### src/rtl/core/chc_pkg.sv
// Shared types and constants for the compass heading CORDIC pipeline.
// No dependencies; compiled first.
`default_nettype none

package chc_pkg;

    localparam int SAMPLE_W  = 16;           // input word width
    localparam int OFFSET_W  = 12;           // offset register width
    localparam int XW        = SAMPLE_W + 3; // CORDIC x/y working width
    localparam int ZW        = 26;           // angle accumulator, degrees Q16
    localparam int AW        = 22;           // angle table entry width
    localparam int FRAC_W    = 16;
    localparam int HEAD_W    = 9;
    localparam int DEG_W     = ZW - FRAC_W;  // signed whole degrees
    localparam int TABLE_LEN = 24;

    typedef logic signed [XW-1:0]       vec_t;
    typedef logic signed [ZW-1:0]       ang_t;
    typedef logic signed [DEG_W-1:0]    deg_t;
    typedef logic        [HEAD_W-1:0]   heading_t;
    typedef logic signed [SAMPLE_W-1:0] sample_t;
    typedef logic signed [OFFSET_W-1:0] offset_t;

    localparam ang_t Z_HALF    = ang_t'(180 * 65536);
    localparam ang_t Z_QUARTER = ang_t'(90 * 65536);
    localparam deg_t DEG_FULL  = deg_t'(360);
    localparam offset_t OFFSET_RESET = offset_t'(20);

    // atan(2^-i) in degrees, Q16, rounded
    localparam logic [AW-1:0] ATAN_Q16 [TABLE_LEN] = '{
        22'd2949120, 22'd1740967, 22'd919879, 22'd466945,
        22'd234379,  22'd117304,  22'd58666,  22'd29335,
        22'd14668,   22'd7334,    22'd3667,   22'd1833,
        22'd917,     22'd458,     22'd229,    22'd115,
        22'd57,      22'd29,      22'd14,     22'd7,
        22'd4,       22'd2,       22'd1,      22'd0
    };

    // word passed from cell to cell
    typedef struct packed {
        logic upd;   // sample carried a ready bit: compute a new heading
        logic fix;   // angle already exact (vector on an axis)
        vec_t xr;
        vec_t yr;
        ang_t z;
    } cordic_t;

endpackage

`default_nettype wire

### src/rtl/core/chc_cell.sv
// One CORDIC vectoring micro-rotation with its pipeline register.
// Depends on chc_pkg (word type, angle table).
`default_nettype none

module chc_cell #(
    parameter int STEP = 0
) (
    input  wire logic             clk,
    input  wire logic             rst_n,
    input  wire logic             in_vld,
    output logic                  in_rdy,
    input  wire chc_pkg::cordic_t in_word,
    output logic                  out_vld,
    input  wire logic             out_rdy,
    output chc_pkg::cordic_t      out_word
);
    import chc_pkg::*;

    localparam ang_t ANGLE = ang_t'(ATAN_Q16[STEP]);

    vec_t    sx;
    vec_t    sy;
    cordic_t word_next;
    cordic_t word_reg;
    logic    vld_reg;

    assign sx = in_word.xr >>> STEP;
    assign sy = in_word.yr >>> STEP;

    always_comb
    begin
        word_next = in_word;
        if (in_word.upd && !in_word.fix)
        begin
            if (in_word.yr >= 0)
            begin
                word_next.xr = in_word.xr + sy;
                word_next.yr = in_word.yr - sx;
                word_next.z  = in_word.z + ANGLE;
            end
            else
            begin
                word_next.xr = in_word.xr - sy;
                word_next.yr = in_word.yr + sx;
                word_next.z  = in_word.z - ANGLE;
            end
        end
    end

    assign in_rdy = !vld_reg || out_rdy;

    always_ff @(posedge clk or negedge rst_n)
    begin
        if (!rst_n)
        begin
            vld_reg <= 1'b0;
        end
        else if (in_rdy)
        begin
            vld_reg <= in_vld;
        end
    end

    always_ff @(posedge clk)
    begin
        if (in_vld && in_rdy)
        begin
            word_reg <= word_next;
        end
    end

    assign out_vld  = vld_reg;
    assign out_word = word_reg;

endmodule

`default_nettype wire

### config.mk
export PLATFORM = sky130hd
export DESIGN_NAME = chc_cell
export DESIGN_NICKNAME = d
export VERILOG_FILES = /design/src/rtl/core/chc_pkg.sv /design/src/rtl/core/chc_cell.sv
export SDC_FILE = /design/constraint.sdc
export NUM_CORES = 1
export LEC_CHECK = 0
export BUFFER_PORTS_ARGS = -buffer_cell sky130_fd_sc_hd__buf_2
export CORE_MARGIN = 2
export CORE_UTILIZATION = 56
export CTS_CLUSTER_SIZE = 28
export DETAILED_ROUTE_END_ITERATION = 16
export PLACE_DENSITY = 0.84
export SLEW_MARGIN = 20
export SYNTH_ARGS = -nofsm -noshare
export SYNTH_HDL_FRONTEND = slang
export SYNTH_SLANG_ARGS = --single-unit
### constraint.sdc
create_clock -name clk -period 2.76 [get_ports clk]
set_input_delay 0.276 -clock clk [delete_from_list [all_inputs] [get_ports clk]]
set_output_delay 0.276 -clock clk [all_outputs]
set_load 0.02 [all_outputs]
==> reports/metrics.yaml <==
status: "finished, final reports clean"
synth_edf_count: 66
synth.distinct_cells: 67
grt_pass1_wl_mm: 25.1
highest_layer: "met4"
grt_max_degree: 67
skew_ns: 0.00757
cts_tree: "built"
endpoint_kind: "flop"
sw_frac_of_total_pct: 35.5
ios: 138
crit_type: "input pin to flop"
hold_viol: 0
tightest_slew_ns: 0.579
htreeDepth: 3
start_kind: "input pin"
ys_seq_area_share_pct: 33.6
min_path_type: "input pin to flop"
p_sw_w: 0.00116
rows: 37
syn_to_final_growth_pct: 19.5
p_comb_share_pct: 36.1
cap_violations: 0
start_util_pct: 57.8
ys_seq_elements: 67
final_cells: 969
path_depth: 11
final_cell_mix: "buf_2 (137), edfxtp_1 (66), nand2_1 (63), ha_1 (62), inv_1 (60)"
clk_pin_slew_ns: 0.08
path_delay_family: "compound AO/OA/AOI/OAI gates"
m1WireLength_mm: 6.78
final.fill_count: 834
grt_antenna_before_repair: 0
synthFlopType: "edfxtp_1"
setup_tns_ns: 0
fmax_mhz: 401
power_density_mw_per_mm2: 457
cts_hold_buffers: 1
synth_nets: 815
numPlacedInstances: 952
pre_cts_slack_ns: -0.0153
die_h_um: 107
die_area_mm2: 0.0115
detail-route-antenna-nets: 0
layout_commonest_cell: "buf_2"
core_area_mm2: 0.0103
cp_max_fo: 13
avgSynthCellArea_um2: 8.79
final-setup-viol-count: 0
wire_per_inst_um: 16.7
crit_arrival_ns: 2.68
seqPwrFrac_pct: 37.6
cts_resized: 0
dr.pass1.iters: 5
cts.sinks: 67
routed-wl-met2_mm: 8.06
grt_pass1_vias: 5200
clock_latency_ns: 0.36
drive_gt1_share_pct: 24.6
cts_root_buf: "clkbuf_8"
rr_worst_depth: 3
cp.required_ns: 2.95
vias: 5532
yosysWarnings: 0
io_buffers: 137
dp_hpwl_mm: 12.6
critical_path.slowest_cell: "ha_1"
min_period_over_period_pct: 90.3
finalWirelength_mm: 16.2
synthArstFlopShare_pct: 1.49
max_slew_margin_pct: 61.1
via_per_inst: 5.71
met3_length_mm: 1.05
hold_depth: 1
post-cts-setup-buffers: 0
utilization_pct: 69.1
crit_buf_inv: 2
path_common_cell: "a21o_1"
rsz0062_at_grt: "false"
post-route-min-period_ns: 2.49
power_w: 0.00326
p_int_w: 0.00211
grt.overflow.total: 0
crit_chain: "buf_2 > inv_1 > ha_1 > a21o_1 > a21oi_1 > o21ai_2 > a22oi_1 > nand4b_1 > a311o_1 > a21o_1 > a31oi_1"
setup_slack_ns: 0.267
fp.dieW_um: 107
diodes: 0
drt_iter0_markers: 271
cts-buffers-inserted: 9
grt_use_total_pct: 27.9
drcViolationCount: 0
netlist_instances: 679
clkPwrFrac_pct: 26.3
clockBufferDepth: 2
cpPeakStageDelay_ns: 0.46
nNetsFinal: 964
power.leakage_nw: 3.23
gp_congestion: 0.930
maxSlewViolCount: 0
ir_drop_uv: 223
netlist_area_mm2: 0.00597
==> worst paths after layout <==
path	start	to	slack [ns]
min in group asynchronous	rst_n	out_vld	0.23
max in group asynchronous	rst_n	out_vld	2.45
hold reg to reg	out_vld	out_vld	0.55
setup reg to reg	out_vld	out_word[39]	1.39
setup / recovery	in_word[29]	out_word[43]	0.27
hold / removal	in_word[8]	out_word[8]	0.09
==> layout make-up <==
| cell class | instances | area (um2) | area share, % |
|---|---|---|---|
| well taps | 136 | 170 | 2.39 |
| clock inverters | 7 | 73.8 | 1.03 |
| clock buffers | 9 | 124 | 1.74 |
| flip-flops and latches | 67 | 2010 | 28.1 |
| inverters | 61 | 229 | 3.21 |
| multi-input cells | 518 | 3570 | 50.1 |
| repair buffers | 171 | 956 | 13.4 |
==> registers in the layout (all words and copies together) (netlist names) <==
signal	flops
out_vld	1
out_word	66
==> metal layers <==
metal	GRT usage, %	vias up
met5	0	-
met4	9.00	0
met3	4.50	26
met2	48.3	230
met1	35.4	2576
li1	-	2700
==> synth_stat cells, types with 8 or more instances <==
cell      number  area [um2]
o21ai_1       19        95.1
mux2i_1        9        90.1
nand2_1       63         236
clkbuf_1      16        60.1
o31ai_1        8        60.1
nor2b_1        9        56.3
edfxtp_1      66        1980
a21o_1        15         113
nor2_1        46         173
a211oi_1      11        82.6
nand3_1       12        60.1
inv_1         60         225
nor3_1        13        65.1
o21ai_0       53         265
nand2b_1      13        81.3
xnor2_1       37         324
ha_1          62         776
a21oi_1       55         275
==> power by group through the flow <==
stage	combinational (W)	sequential [W]	clock, W
floorplan	0.000705	0.00134	0
global placement	0.00114	0.00125	0
detailed placement	0.00116	0.00125	0
CTS	0.00117	0.00123	0.000871
global route	0.00128	0.00123	0.000905
finish	0.00118	0.00123	0.000857
==> through the flow <==
stage / hold WS, ns / instance area [um2]
after global routing: 0.0739 / 7130
after global placement: 0.0515 / 6930
after CTS: 0.0769 / 7130
after detailed placement: 0.0536 / 6930
after floorplan: -0.0196 / 5970
final: 0.0860 / 7130
==> cells by family (layout without fill, tap and decap cells) <==
group / Yosys count / after routing / share of synthesized area (%)
XOR/XNOR: 40 / 40 / 5.87
AO/OA/AOI/OAI: 211 / 211 / 22.5
multiplexers: 9 / 9 / 1.51
adder cells (fa/ha/maj): 66 / 66 / 14.3
flip-flops: 67 / 67 / 33.6
buffers and inverters: 94 / 248 / 6.56
AND/OR/NAND/NOR: 192 / 192 / 15.6
Power figures use the tool's default switching activity.
