### src/rtl/core/chc_pkg.sv
// Shared types and constants for the compass heading CORDIC pipeline.
// No dependencies; compiled first.
`default_nettype none

package chc_pkg;

    localparam int SAMPLE_W  = 16;           // input word width
    localparam int OFFSET_W  = 12;           // offset register width
    localparam int XW        = SAMPLE_W + 3; // CORDIC x/y working width
    localparam int ZW        = 26;           // angle accumulator, degrees Q16
    localparam int AW        = 22;           // angle table entry width
    localparam int FRAC_W    = 16;
    localparam int HEAD_W    = 9;
    localparam int DEG_W     = ZW - FRAC_W;  // signed whole degrees
    localparam int TABLE_LEN = 24;

    typedef logic signed [XW-1:0]       vec_t;
    typedef logic signed [ZW-1:0]       ang_t;
    typedef logic signed [DEG_W-1:0]    deg_t;
    typedef logic        [HEAD_W-1:0]   heading_t;
    typedef logic signed [SAMPLE_W-1:0] sample_t;
    typedef logic signed [OFFSET_W-1:0] offset_t;

    localparam ang_t Z_HALF    = ang_t'(180 * 65536);
    localparam ang_t Z_QUARTER = ang_t'(90 * 65536);
    localparam deg_t DEG_FULL  = deg_t'(360);
    localparam offset_t OFFSET_RESET = offset_t'(20);

    // atan(2^-i) in degrees, Q16, rounded
    localparam logic [AW-1:0] ATAN_Q16 [TABLE_LEN] = '{
        22'd2949120, 22'd1740967, 22'd919879, 22'd466945,
        22'd234379,  22'd117304,  22'd58666,  22'd29335,
        22'd14668,   22'd7334,    22'd3667,   22'd1833,
        22'd917,     22'd458,     22'd229,    22'd115,
        22'd57,      22'd29,      22'd14,     22'd7,
        22'd4,       22'd2,       22'd1,      22'd0
    };

    // word passed from cell to cell
    typedef struct packed {
        logic upd;   // sample carried a ready bit: compute a new heading
        logic fix;   // angle already exact (vector on an axis)
        vec_t xr;
        vec_t yr;
        ang_t z;
    } cordic_t;

endpackage

`default_nettype wire

### src/rtl/core/chc_prep.sv
// Entry stage: offset correction, axis special cases, half-plane pre-rotation.
// Depends on chc_pkg.
`default_nettype none

module chc_prep #(
    parameter int SAMPLE_WIDTH = 16
) (
    input  wire logic             clk,
    input  wire logic             rst_n,
    input  wire logic             in_vld,
    output logic                  in_rdy,
    input  wire chc_pkg::sample_t axis_x,
    input  wire chc_pkg::sample_t axis_w,
    input  wire logic             sample_ready,
    input  wire chc_pkg::offset_t offset,
    output logic                  out_vld,
    input  wire logic             out_rdy,
    output chc_pkg::cordic_t      out_word
);
    import chc_pkg::*;

    logic signed [SAMPLE_WIDTH-1:0] xs;
    logic signed [SAMPLE_WIDTH-1:0] ws;
    vec_t    xa;
    vec_t    wa;
    vec_t    off;
    vec_t    a;
    vec_t    b;
    cordic_t word_next;
    cordic_t word_reg;
    logic    vld_reg;

    assign xs  = signed'(axis_x[SAMPLE_WIDTH-1:0]);
    assign ws  = signed'(axis_w[SAMPLE_WIDTH-1:0]);
    assign xa  = vec_t'(xs);
    assign wa  = vec_t'(ws);
    assign off = vec_t'(offset);
    assign a   = xa + off;
    assign b   = -(wa + off);

    always_comb
    begin
        word_next.upd = sample_ready;
        word_next.fix = 1'b0;
        word_next.xr  = b;
        word_next.yr  = a;
        word_next.z   = '0;
        if (a == '0)
        begin
            word_next.fix = 1'b1;
            word_next.z   = (b >= 0) ? ang_t'(0) : Z_HALF;
        end
        else if (b == '0)
        begin
            word_next.fix = 1'b1;
            word_next.z   = (a > 0) ? Z_QUARTER : -Z_QUARTER;
        end
        else if (b < 0)
        begin
            word_next.xr = -b;
            word_next.yr = -a;
            word_next.z  = (a >= 0) ? Z_HALF : -Z_HALF;
        end
    end

    assign in_rdy = !vld_reg || out_rdy;

    always_ff @(posedge clk or negedge rst_n)
    begin
        if (!rst_n)
        begin
            vld_reg <= 1'b0;
        end
        else if (in_rdy)
        begin
            vld_reg <= in_vld;
        end
    end

    always_ff @(posedge clk)
    begin
        if (in_vld && in_rdy)
        begin
            word_reg <= word_next;
        end
    end

    assign out_vld  = vld_reg;
    assign out_word = word_reg;

endmodule

`default_nettype wire

### config.mk
export PLATFORM = sky130hd
export DESIGN_NAME = chc_prep
export DESIGN_NICKNAME = d
export VERILOG_FILES = /design/src/rtl/core/chc_pkg.sv /design/src/rtl/core/chc_prep.sv
export SDC_FILE = /design/constraint.sdc
export NUM_CORES = 1
export LEC_CHECK = 0
export BUFFER_PORTS_ARGS = -buffer_cell sky130_fd_sc_hd__buf_2
export CAP_MARGIN = 30
export CORE_MARGIN = 1
export CORE_UTILIZATION = 55
export CTS_CLUSTER_SIZE = 12
export DETAILED_ROUTE_END_ITERATION = 12
export PLACE_DENSITY = 0.86
export SETUP_SLACK_MARGIN = 0.05
export SKIP_LAST_GASP = 1
export SLEW_MARGIN = 20
export SYNTH_ARGS = -nofsm -noshare
export SYNTH_HDL_FRONTEND = slang
export SYNTH_SLANG_ARGS = --single-unit
### constraint.sdc
create_clock -name clk -period 2.2 [get_ports clk]
set_input_delay 0.11 -clock clk [delete_from_list [all_inputs] [get_ports clk]]
set_output_delay 0.11 -clock clk [all_outputs]
set_load 0.02 [all_outputs]
==> results.json, run 1 <==
{
  "status": "aborted with a tool error",
  "haltStage": "5_1_grt",
  "error_line": "[ERROR GRT-0232] Routing congestion too high. Check the congestion heatmap in the GUI.",
  "cts_root_buf": "clkbuf_8",
  "syn_avg_cell_area_um2": 9.01,
  "synth_most_common_cell": "ha_1",
  "synthCells": 522,
  "grtUsageTotal_pct": 90.1,
  "async_reset_ff_share_pct": 2.13,
  "fp.dieW_um": 94.5,
  "cts_buffer_depth": 2,
  "netlist_area_um2": 4710,
  "cts_max_level": 2,
  "grt_overflow": 367,
  "dp_hpwl_mm": 11.8,
  "clock-sinks": 47,
  "io_pins": 117,
  "yosysUniqueCellTypes": 77,
  "grt_max_degree": 47,
  "cts-buffers-inserted": 5,
  "synthTopCellsByArea": "edfxtp_1 29%, ha_1 14%, xnor2_1 5.2%",
  "synth_common_cells": "52 x ha_1, 46 x edfxtp_1, 42 x inv_1, 42 x nor2_1, 33 x nand2_1",
  "start_util_pct": 57.0,
  "yosys_warnings": 0,
  "synth_top_area_cell": "edfxtp_1",
  "crit_endpoint": "out_word[42]$_DFFE_PP_/D",
  "synth.yosys.seq_area_share_pct": 29.9,
  "rows": 33,
  "synth_top_area_share_pct": 29.4,
  "synth_ff_type": "edfxtp_1",
  "numPortBuffers": 99,
  "place_area_um2": 6620,
  "worst_endpoint_kind": "sequential cell input",
  "synth_seq_cells": 47,
  "synth-edff-count": 46,
  "fp.dieH_um": 94.5,
  "gp_congestion": 0.932
}
per-layer routing:
layer	GRT overflow	track usage, %
met4	122	108
met5	0	15.5
met3	3	68.8
met2	240	112
met1	2	84.5
cell families after synthesis:
group,Yosys count,synth area share [%]
fa+ha+maj,54,14.7
mux,5,1.09
xor+xnor,49,9.12
other cells,1,0.0797
buf+inv,78,7.87
flops,47,29.9
compound gates,136,20.5
simple gates,152,16.8
stage by stage:
stage	setup TNS (ns)	cells	utilization [%]	hold WS, ns	setup slack [ns]
CTS	-34.97	906	89.2	0.0198	-0.929
global placement	-53.30	876	80.1	-0.116	-1.37
floorplan	-45.77	538	-	-0.186	-1.27
detailed placement	-58.34	876	80.1	-0.110	-1.53
what timing repair did:
action / 4_1_cts
pin swaps: 41
buffers inserted: 18
setup endpoints to repair: 43
gates resized for setup: 98
hold endpoints to repair: 2
hold buffers: 2
cloned: 2
==> run 2: changes to the inputs <==
Settings changed: CORE_UTILIZATION 55 to 40, CTS_CLUSTER_SIZE 12 to default, PLACE_DENSITY 0.86 to default, PLACE_DENSITY_LB_ADDON from default to 0.15, SETUP_SLACK_MARGIN 0.05 to default.
==> run 2 against run 1 <==
Compared with the run above:
- the flow now finishes, with violations (setup timing)
- area after synthesis did not move
- synthesized cell count did not move
==> results.json, run 2 <==
{
  "status": "complete, but fails checks",
  "violations": "setup timing",
  "worstPathMaxFanout": 5,
  "finalCriticalPeriod_ns": 3.28,
  "netlist_area_um2": 4710,
  "syn_avg_cell_area_um2": 9.01,
  "grt_antenna_before_repair": 0,
  "drt-vias-per-instance": 5.10,
  "cts_tree": "yes",
  "dp_slack_ns": -1.44,
  "slew_viol_final": 0,
  "fp.dieH_um": 110,
  "numPortBuffers": 99,
  "path_cells": "buf_6, ha_4, and2_4, a221o_1, or3_4, a211oi_4, nand2_2, a2111oi_4, and3_4, ha_4, nor2_4, a21oi_4, o21a_4, buf_6, a21oi_4, xor2_1",
  "drt-pass1-iter-count": 4,
  "grt_overflow": 0,
  "swShare_pct": 37.5,
  "coreArea_um2": 11400,
  "synth_seq_cells": 47,
  "die-area_um2": 12200,
  "slowest_stage": "or3_4",
  "cp_slowest_stage_delay_ns": 0.36,
  "clock-sinks": 47,
  "nets": 919,
  "holdWs_ns": 0.0355,
  "yosysUniqueCellTypes": 77,
  "synth_most_common_cell": "ha_1",
  "gp_congestion": 0.886,
  "n_antenna_cell": 0,
  "area_delta_synth_final_pct": 64.5,
  "wirelength_mm": 14.1,
  "hold_class": "in2reg",
  "critical_path_required_ns": 2.23,
  "cts_root_buf": "clkbuf_16",
  "synthCells": 522,
  "cts-buffers-inserted": 5,
  "p_int_mw": 3.00,
  "synth.yosys.seq_area_share_pct": 29.9,
  "finalCritPeriodShare_pct": 149,
  "placed_cells": 924,
  "grt_pass1_wl_mm": 21.9,
  "criticalPathCategory": "in2reg",
  "combPwrFrac_pct": 58.3,
  "synth_top_area_share_pct": 29.4,
  "synth-edff-count": 46,
  "io_pins": 117,
  "detail_route.wl_per_cell_um": 14.7,
  "cts_max_level": 2,
  "grt_max_degree": 47,
  "dp_hpwl_mm": 10.9,
  "drc_errors": 0,
  "clk_latency_ns": 0.28,
  "switchingPower_mw": 1.80,
  "hold_violations": 0,
  "cellLeakagePower_nw": 3.60,
  "finalClockSkew_ns": 0.00272,
  "async_reset_ff_share_pct": 2.13,
  "layout_common_cells": "185 x buf_4, 92 x buf_2, 46 x edfxtp_1",
  "setup_viol": 43,
  "fmax_ghz": 0.305,
  "fp.dieW_um": 110,
  "fin_area_um2": 7740,
  "path_clk_slew_ns": 0.06,
  "synth_common_cells": "52 x ha_1, 46 x edfxtp_1, 42 x inv_1, 42 x nor2_1, 33 x nand2_1",
  "layout_commonest_cell": "buf_4",
  "rows": 39,
  "vdd_ir_drop_max_v": 0.000448,
  "cellPowerDensity_nw_per_um2": 620,
  "place_area_um2": 6750,
  "vias": 4897,
  "yosys_warnings": 0,
  "start_kind": "primary input",
  "stdcell_count": 960,
  "grtUsageTotal_pct": 22.0,
  "cts_buffer_depth": 2,
  "synth_top_area_cell": "edfxtp_1",
  "power_frac_seq_pct": 26.3,
  "first_global_vias": 4725,
  "crit_arrival_ns": 3.31,
  "setup_tns_ns": -40.78,
  "start_util_pct": 41.2,
  "layout-drive-gt1-share_pct": 51.9,
  "cap_viol_max_count": 0,
  "end_kind": "register",
  "drtAntennaViolNets": 0,
  "synth_ff_type": "edfxtp_1",
  "synthTopCellsByArea": "edfxtp_1 29%, ha_1 14%, xnor2_1 5.2%",
  "largest_reg_flops": 46,
  "rsz0062_at_grt": "yes",
  "power_frac_clock_pct": 15.4,
  "drtIter0Drc": 180,
  "setup_slack_ns": -1.08
}
-- run 2: cell counts after synthesis --
Identical to the previous run, type by type.
-- run 2: worst paths after layout --
path                                     start                endpoint  slack [ns]  cells after the start
max                                  offset[3]  out_word[59]$_DFFE_PP_       -1.08                     16
min                                     in_vld     out_vld$_DFFE_PN0N_        0.04                      2
max reg2reg                out_vld$_DFFE_PN0N_  out_word[51]$_DFFE_PP_        0.96                      3
min reg2reg                out_vld$_DFFE_PN0N_     out_vld$_DFFE_PN0N_        0.54                      2
max in group asynchronous                rst_n     out_vld$_DFFE_PN0N_        1.98                      2
min in group asynchronous                rst_n     out_vld$_DFFE_PN0N_        0.13                      2
-- run 2: what timing repair did --
item,in CTS,in global routing
setup buffers,16,10
cloned,1,0
endpoints found under the setup margin,43,43
pin swaps,44,31
hold endpoints to repair,1,1
hold buffers,1,1
resized for setup,72,56
-- run 2: cell families after synthesis --
logic type	count (synthesis)	share of synthesized area, %
mux	5	1.09
other cells	1	0.0797
simple gates	152	16.8
buf+inv	78	7.87
compound gates	136	20.5
xor+xnor	49	9.12
flops	47	29.9
fa+ha+maj	54	14.7
-- run 2: area by class of cell --
| type | count | area [µm²] |
|---|---|---|
| clock inverter | 2 | 13.8 |
| tap | 143 | 179 |
| inverter | 43 | 161 |
| timing repair buffer | 306 | 2210 |
| fill | 916 | 3680 |
| sequential | 47 | 1410 |
| multi-input combinational | 413 | 3640 |
| clock buffer | 6 | 129 |
-- run 2: critical path, delay by kind of cell --
family,cells,cell delay [ns]
compound gates,6,1.38
xor+xnor,1,0.18
fa+ha+maj,2,0.41
buf+inv,2,0.25
simple gates,5,0.98
-- run 2: power by group through the flow --
stage | registers, mW | clock network (mW) | logic [mW]
final | 1.26 | 0.741 | 2.80
after CTS | 1.26 | 0.754 | 2.58
after floorplan | 1.44 | 0 | 1.22
after global placement | 1.28 | 0 | 2.30
after detailed placement | 1.27 | 0 | 2.36
after global routing | 1.27 | 0.796 | 3.02
-- run 2: per-stage QoR --
step	power [mW]	utilization, %
floorplan	2.66	-
global placement	3.58	59.1
detailed placement	3.63	59.1
CTS	4.59	64.8
global route	5.08	67.8
finish	4.80	67.8
-- run 2: layer usage --
metal  up-vias  routed length (µm)  global-route usage [%]
met3        17                 748                    4.17
met2       141                7170                    39.7
li1       2443                   -                       -
met1      2296                5960                    27.0
met4         0                 217                    4.62
met5         -                   0                       0
Power figures use the tool's default switching activity.
