`src/rtl/core/chc_pkg.sv`:
```
// Shared types and constants for the compass heading CORDIC pipeline.
// No dependencies; compiled first.
`default_nettype none

package chc_pkg;

    localparam int SAMPLE_W  = 16;           // input word width
    localparam int OFFSET_W  = 12;           // offset register width
    localparam int XW        = SAMPLE_W + 3; // CORDIC x/y working width
    localparam int ZW        = 26;           // angle accumulator, degrees Q16
    localparam int AW        = 22;           // angle table entry width
    localparam int FRAC_W    = 16;
    localparam int HEAD_W    = 9;
    localparam int DEG_W     = ZW - FRAC_W;  // signed whole degrees
    localparam int TABLE_LEN = 24;

    typedef logic signed [XW-1:0]       vec_t;
    typedef logic signed [ZW-1:0]       ang_t;
    typedef logic signed [DEG_W-1:0]    deg_t;
    typedef logic        [HEAD_W-1:0]   heading_t;
    typedef logic signed [SAMPLE_W-1:0] sample_t;
    typedef logic signed [OFFSET_W-1:0] offset_t;

    localparam ang_t Z_HALF    = ang_t'(180 * 65536);
    localparam ang_t Z_QUARTER = ang_t'(90 * 65536);
    localparam deg_t DEG_FULL  = deg_t'(360);
    localparam offset_t OFFSET_RESET = offset_t'(20);

    // atan(2^-i) in degrees, Q16, rounded
    localparam logic [AW-1:0] ATAN_Q16 [TABLE_LEN] = '{
        22'd2949120, 22'd1740967, 22'd919879, 22'd466945,
        22'd234379,  22'd117304,  22'd58666,  22'd29335,
        22'd14668,   22'd7334,    22'd3667,   22'd1833,
        22'd917,     22'd458,     22'd229,    22'd115,
        22'd57,      22'd29,      22'd14,     22'd7,
        22'd4,       22'd2,       22'd1,      22'd0
    };

    // word passed from cell to cell
    typedef struct packed {
        logic upd;   // sample carried a ready bit: compute a new heading
        logic fix;   // angle already exact (vector on an axis)
        vec_t xr;
        vec_t yr;
        ang_t z;
    } cordic_t;

endpackage

`default_nettype wire

```
`src/rtl/core/chc_finish.sv`:
```
// Output stage: angle to whole-degree heading, wrap to 0..359, hold last heading.
// Depends on chc_pkg.
`default_nettype none

module chc_finish (
    input  wire logic             clk,
    input  wire logic             rst_n,
    input  wire logic             in_vld,
    output logic                  in_rdy,
    input  wire chc_pkg::cordic_t in_word,
    output logic                  out_vld,
    input  wire logic             out_rdy,
    output chc_pkg::heading_t     heading_deg
);
    import chc_pkg::*;

    ang_t     total;
    deg_t     deg;
    deg_t     deg_wrap;
    heading_t head_new;
    heading_t last_reg;
    heading_t head_reg;
    logic     vld_reg;
    logic     take;

    assign total = in_word.z + Z_HALF;
    assign deg   = total[ZW-1:FRAC_W];

    always_comb
    begin
        deg_wrap = deg;
        if (deg < 0)
        begin
            deg_wrap = deg + DEG_FULL;
        end
        else if (deg >= DEG_FULL)
        begin
            deg_wrap = deg - DEG_FULL;
        end
    end

    assign head_new = deg_wrap[HEAD_W-1:0];
    assign in_rdy   = !vld_reg || out_rdy;
    assign take     = in_vld && in_rdy;

    always_ff @(posedge clk or negedge rst_n)
    begin
        if (!rst_n)
        begin
            vld_reg  <= 1'b0;
            last_reg <= '0;
        end
        else
        begin
            if (in_rdy)
            begin
                vld_reg <= in_vld;
            end
            if (take && in_word.upd)
            begin
                last_reg <= head_new;
            end
        end
    end

    always_ff @(posedge clk)
    begin
        if (take)
        begin
            head_reg <= in_word.upd ? head_new : last_reg;
        end
    end

    assign out_vld     = vld_reg;
    assign heading_deg = head_reg;

endmodule

`default_nettype wire

```
`config.mk`:
```
export PLATFORM = sky130hd
export DESIGN_NAME = chc_finish
export DESIGN_NICKNAME = d
export VERILOG_FILES = /design/src/rtl/core/chc_pkg.sv /design/src/rtl/core/chc_finish.sv
export SDC_FILE = /design/constraint.sdc
export NUM_CORES = 1
export LEC_CHECK = 0
export ABC_AREA = 1
export BUFFER_PORTS_ARGS = -buffer_cell sky130_fd_sc_hd__buf_2
export CAP_MARGIN = 20
export CORE_ASPECT_RATIO = 0.7
export CORE_MARGIN = 2
export CORE_UTILIZATION = 46
export CTS_CLUSTER_SIZE = 30
export DETAILED_ROUTE_END_ITERATION = 10
export GPL_TIMING_DRIVEN = 0
export PLACE_DENSITY = 0.86
export SLEW_MARGIN = 20
export SYNTH_ARGS = -nofsm -noshare
export SYNTH_HDL_FRONTEND = slang
export SYNTH_SLANG_ARGS = --single-unit
```
`constraint.sdc`:
```
create_clock -name clk -period 4 [get_ports clk]
set_clock_uncertainty 0.05 [all_clocks]
set_input_delay 0.6 -clock clk [delete_from_list [all_inputs] [get_ports clk]]
set_output_delay 0.6 -clock clk [all_outputs]
set_load 0.02 [all_outputs]
```
==> results.tsv, run 1 <==
stage	metric	value	unit
outcome	status	complete, no violations	
placement	globalplace.congestion	0.913	
logic_synthesis	ys_ff_latch	19	
worst_setup_path	cp_max_fo	5	
clock_network	ctsHoldBuffers	0	
sta	maxSlewHeadroom	65.6	%
worst_setup_path	cp_data_required_time	3.97	ns
grt	grt_overflow_total	0	
final_layout	stdcell_area	1490	um^2
clock_network	clock_path_buffers	2	
pwr	p_int	0.367	mW
worst_setup_path	crit_type	in2reg	
pwr	powerDensity	366	nW/um^2
grt	grt_pass1_wl	4140	um
flow_run	cap_violations	0	
logic_synthesis	syn_inst	180	
route	top_layer_used	met3	
floorplan	dieArea	3220	um^2
final_layout	fin_nets	285	
logic_synthesis	synth_top_area_cell	nand2_1	
grt	grt_util_all_layers	17.6	%
pwr	pwr-share-clk	23.8	%
route	drc	0	
clock_network	clk_pin_slew	0.07	ns
grt	grt_max_degree	11	
final_layout	ff_latch_area	520	um^2
final_layout	area_growth	16.7	%
logic_synthesis	netlist_area	1280	um^2
pwr	p_sw	0.178	mW
clock_network	insertion_delay	0.25	ns
clock_network	cts_sinks	19	
logic_synthesis	synth_nets	255	
logic_synthesis	yosysWarnings	0	
worst_setup_path	r2r-end	last_reg[0]$_DFFE_PN0P_	
worst_setup_path	startpoint_type	input pin	
clock_network	post_cts_resized	0	
route	via_per_inst	4.89	
pwr	pwr-share-seq	46.3	%
logic_synthesis	synth_area_leaders	nand2_1 23%, edfxtp_1 21%, dfrtp_1 20%, inv_1 6.2%, nand3_1 5.1%	
final_layout	stdcell_count	243	
clock_network	cts_htree_levels	1	
final_layout	drive_above_1_share	21.5	%
floorplan	placementRows	15	
placement	place_hpwl	2000	um
placement	placed_cells	239	
sta	rsz0062_at_grt	false	
route	wire_per_inst	10.3	um
sta	drv_slew	0	
floorplan	die_y	48.1	um
route	dr.first_iter.drc_count	38	
worst_setup_path	critPathCaptureType	flip-flop	
floorplan	ios	81	
floorplan	coreArea	2550	um^2
clock_network	root_buffer	clkbuf_8	
route	dr_wl_met3	178	um
sta	tns	0	ns
route	num_vias	1188	
final_layout	n_fill_cell	253	
sta	finalCritPeriodShare	54.8	%
logic_synthesis	yosysUniqueCellTypes	22	
worst_setup_path	regToRegStartpoint	out_vld$_DFFE_PN0N_	
floorplan	initial_utilization	50.0	%
sta	fmax	0.456	GHz
pwr	p_leak	0.829	nW
placement	port-buffer-count	25	
worst_setup_path	r2r_cells	6	
route	first_pass_iters	4	
grt	antenna_found_initial	0	
sta	worst_pin_slew	0.514	ns
logic_synthesis	ys_seq_area_share	40.7	%
clock_network	numCtsBuffers	3	
logic_synthesis	avgSynthCellArea	7.10	um^2
floorplan	die_x	67.0	um
pwr	switching_share	32.6	%
final_layout	multiInputGateArea	662	um^2
sta	finalSetupViolCount	0	
logic_synthesis	synth_top_area_share	23.2	%
worst_setup_path	arrival	2.16	ns
clock_network	cts_setup_buffers	0	
grt	grt_pass1_vias	986	
route	ant_nets	0	
sta	hold_viol	0	
worst_setup_path	r2r_setup_slack	2.34	ns
placement	place_area	1450	um^2
pwr	ir_drop	0.000197	V
route	wl_met1	1230	um
worst_hold_path	hold_path.class	in2async	
sta	whs	0.141	ns
sta	period_needed	2.19	ns
final_layout	antenna_cells	0	
route	wirelength	2510	um
route	wl_met2	1100	um
pwr	combPwrFrac	29.9	%
clock_network	cts_tree	yes	
[metal layers]
metal / vias to the layer above / GRT usage [%]
met5: - / 0
li1: 623 / -
met2: 35 / 29.2
met3: 0 / 4.85
met4: 0 / 1.22
met1: 530 / 24.7
[synthesized netlist by cell type]
cell type,n
dfrtp_1,10
nand2_1,79
xor2_2,1
buf_2,1
nand3_1,13
nand2_4,1
nor2_2,1
edfxtp_1,9
nand2_2,9
nor3_1,2
nand3_2,2
clkbuf_1,1
nor2_1,9
a21oi_1,1
nand4_1,1
o21ai_0,6
nand3b_1,4
o21bai_1,1
ha_1,5
inv_1,21
inv_2,2
o21ai_1,1
[power by group through the flow]
stage	sequential, mW	clock [mW]	combinational (mW)
after CTS	0.252	0.132	0.163
final	0.252	0.130	0.163
after floorplan	0.269	0	0.102
after global routing	0.255	0.141	0.186
after global placement	0.255	0	0.157
after detailed placement	0.255	0	0.162
[critical path, cell delays in order]
cell     delay, ns
buf_2         0.12
ha_1          0.20
inv_1         0.09
nand2_1       0.06
nand2_1       0.14
inv_1         0.10
ha_1          0.23
nor3_1        0.19
nand2_1       0.07
nand2_1       0.07
inv_1         0.05
nand2_1       0.06
nand2_1       0.06
nand3_1       0.08
nand2_1       0.05
[logic make-up after synthesis]
| family | share of synthesized area [%] |
|---|---|
| and+or+nand+nor | 41.9 |
| buffers and inverters | 7.44 |
| DFF | 40.7 |
| AOI/OAI and AO/OA | 3.72 |
| adders and majority gates | 4.90 |
| xor gates and xnor gates | 1.27 |
[stage by stage]
step / utilization [%] / power (mW) / setup WS, ns
floorplan: - / 0.371 / 1.85
global placement: 56.6 / 0.411 / 1.56
detailed placement: 56.6 / 0.417 / 1.55
CTS: 58.4 / 0.547 / 1.82
global route: 58.4 / 0.582 / 1.62
finish: 58.4 / 0.545 / 1.81
[worst max-delay path by stage]
stage,from,to,slack [ns],cells past startpoint
after global placement,in_word[18],heading_deg[7]$_DFFE_PP_,1.56,15
after global routing,in_word[18],heading_deg[6]$_DFFE_PP_,1.62,16
after detailed placement,in_word[18],heading_deg[7]$_DFFE_PP_,1.55,15
after CTS,in_word[18],heading_deg[7]$_DFFE_PP_,1.82,15
final,in_word[18],heading_deg[7]$_DFFE_PP_,1.81,15
after floorplan,in_word[18],heading_deg[7]$_DFFE_PP_,1.85,14
[layout by cell type (no fill, tap or decap)]
master / Yosys / final
a21oi_1: 1 / 1
buf_2: 1 / 26
clkbuf_1: 1 / 2
clkbuf_8: 0 / 3
dfrtp_1: 10 / 10
edfxtp_1: 9 / 9
ha_1: 5 / 5
inv_1: 21 / 21
inv_2: 2 / 2
nand2_1: 79 / 79
nand2_2: 9 / 9
nand2_4: 1 / 1
nand3_1: 13 / 13
nand3_2: 2 / 2
nand3b_1: 4 / 4
nand4_1: 1 / 1
nor2_1: 9 / 9
nor2_2: 1 / 1
nor3_1: 2 / 2
o21ai_0: 6 / 6
o21ai_1: 1 / 1
o21bai_1: 1 / 1
xor2_2: 1 / 1
[layout make-up]
class	count	area share [%]
Buffer	2	0.588
Inverter	23	5.79
Timing Repair Buffer	25	8.40
Tap cell	34	2.85
Multi-Input combinational cell	136	44.4
Sequential cell	19	34.9
Clock buffer	4	3.02
(Power assumes the default switching activity.)
==> run 2: changes to the inputs <==
Settings changed: CORE_UTILIZATION 46 to 42, PLACE_DENSITY 0.86 to 0.79.
Clock period 4 ns to 2.05 ns, I/O delays scaled along.
==> run 2 against run 1 <==
  * Final cell count increased by 1.2%
  * Largest cell class unchanged
  * Critical path depth unchanged
  * Die area increased by 8.8%
  * Flip-flop and latch count unchanged
  * Utilization decreased by 5.4 points
  * Hold slack improved by 0.11 ns
  * Count of clock-buffer cells in the layout unchanged
  * Largest power group unchanged
  * Routed wire length increased by 1.4%
==> results.tsv, run 2 (synthesized netlist as in run 1, its figures left out) <==
stage	metric	value	unit
sta	hold_viol	0	
placement	place_hpwl	2010	um
floorplan	coreArea	2840	um^2
final_layout	area_growth	17.8	%
grt	grt_overflow_total	0	
worst_setup_path	regToRegStartpoint	out_vld$_DFFE_PN0N_	
sta	worst_pin_slew	0.500	ns
worst_hold_path	hold_path.class	in2reg	
clock_network	clock_path_buffers	2	
clock_network	cts_setup_buffers	0	
final_layout	mostFrequentLayoutCells	78 x nand2_1, 26 x buf_2, 21 x inv_1	
sta	finalSetupViolCount	0	
sta	rsz0062_at_grt	false	
sta	drv_slew	0	
clock_network	numCtsBuffers	3	
clock_network	clk_pin_slew	0.07	ns
pwr	p_leak	0.833	nW
flow_run	cap_violations	0	
route	wire_per_inst	10.3	um
floorplan	die_y	50.1	um
worst_setup_path	crit_type	in2reg	
floorplan	ios	81	
grt	grt_max_degree	11	
pwr	powerDensity	707	nW/um^2
route	first_pass_iters	5	
final_layout	drive_above_1_share	21.9	%
final_layout	final_core_util	52.9	%
final_layout	stdcell_count	246	
worst_setup_path	cp-startpoint	in_word[18]	
worst_hold_path	hp-start	in_vld	
worst_setup_path	startpoint_type	input pin	
sta	finalCritPeriodShare	89.8	%
final_layout	fin_nets	286	
grt	antenna_found_initial	0	
route	via_per_inst	4.78	
worst_setup_path	arrival	1.81	ns
worst_setup_path	cp_max_fo	5	
clock_network	cts_htree_levels	1	
outcome	status	complete, no violations	
route	dr.first_iter.drc_count	43	
floorplan	die_x	69.9	um
sta	whs	0.250	ns
worst_setup_path	critPathCaptureType	flip-flop	
sta	tns	0	ns
final_layout	final_common_cell	nand2_1	
clock_network	cts_sinks	19	
placement	globalplace.congestion	0.868	
grt	grt_pass1_vias	1011	
pwr	total_power	1.06	mW
placement	placed_cells	241	
placement	port-buffer-count	25	
route	wirelength	2540	um
grt	grt_util_all_layers	15.1	%
sta	maxSlewHeadroom	66.6	%
grt	grt_pass1_wl	4280	um
floorplan	placementRows	16	
worst_setup_path	cp_data_required_time	2.02	ns
clock_network	insertion_delay	0.25	ns
clock_network	cts_tree	yes	
final_layout	antenna_cells	0	
clock_network	root_buffer	clkbuf_8	
floorplan	dieArea	3510	um^2
sta	fmax	0.543	GHz
route	ant_nets	0	
route	drc	0	
pwr	ir_drop	0.000346	V
floorplan	initial_utilization	44.9	%
route	num_vias	1176	
sta	period_needed	1.84	ns
## run 2: cell count changes in the layout (fill, tap and decap cells not counted)
| cell | previous run | this run |
|---|---|---|
| dlygate4sd3_1 | 0 | 1 |
| nand2_1 | 79 | 78 |
| nand2_2 | 9 | 10 |
## run 2: what timing repair did
item                                    in CTS  in global routing
endpoints found under the setup margin       0                  1
hold endpoints to repair                    10                  0
hold buffers                                 1                  0
gates resized for setup                      0                  1
## run 2: where the power goes
| part | switching, mW | total (mW) | leakage, nW | internal (mW) |
|---|---|---|---|---|
| clock | 0.117 | 0.255 | 0.0228 | 0.138 |
| sequential | 0.0232 | 0.492 | 0.212 | 0.469 |
| combinational | 0.206 | 0.317 | 0.598 | 0.111 |
| total | 0.346 | 1.06 | 0.833 | 0.717 |
## run 2: final timing paths
kind,end,depth (start not counted),slack (ns)
worst max-delay path,heading_deg[7]$_DFFE_PP_,15,0.21
worst min-delay path,out_vld$_DFFE_PN0N_,3,0.25
worst max register to register,last_reg[2]$_DFFE_PN0P_,7,0.42
worst min register to register,last_reg[4]$_DFFE_PN0P_,2,0.43
max in group asynchronous,last_reg[3]$_DFFE_PN0P_,2,1.35
min in group asynchronous,last_reg[5]$_DFFE_PN0P_,2,0.40
## run 2: worst max-delay path, stage by stage
cell and delay, ns:
buf_2 0.13, ha_1 0.21, inv_1 0.09, nand2_1 0.07
nand2_2 0.10, inv_1 0.09, ha_1 0.22, nor3_1 0.18
nand2_1 0.08, nand2_1 0.06, inv_1 0.04, nand2_1 0.06
nand2_1 0.06, nand3_1 0.07, nand2_1 0.04
## run 2: metrics by stage
step | cell area (um^2) | worst slack, ns
floorplan | 1280 | 0.192
global placement | 1450 | -0.0964
detailed placement | 1450 | -0.121
CTS | 1500 | 0.150
global route | 1510 | 0.0663
finish | 1510 | 0.209
## run 2: layer usage
metal / vias up / global-route usage (%) / share of wire (%)
met5: - / 0 / 0
met4: 0 / 0.962 / 0
met3: 0 / 3.82 / 8.1
met2: 39 / 24.0 / 44
met1: 516 / 22.0 / 48
li1: 621 / - / -
## run 2: cell type report
| cell class | instances | area [um^2] |
|---|---|---|
| repair buffers | 26 | 135 |
| well taps | 36 | 45.0 |
| multi-input cells | 136 | 664 |
| plain buffers | 2 | 8.76 |
| flip-flops and latches | 19 | 520 |
| inverters | 23 | 86.3 |
| clock buffers | 4 | 45.0 |
| fillers | 299 | 1340 |
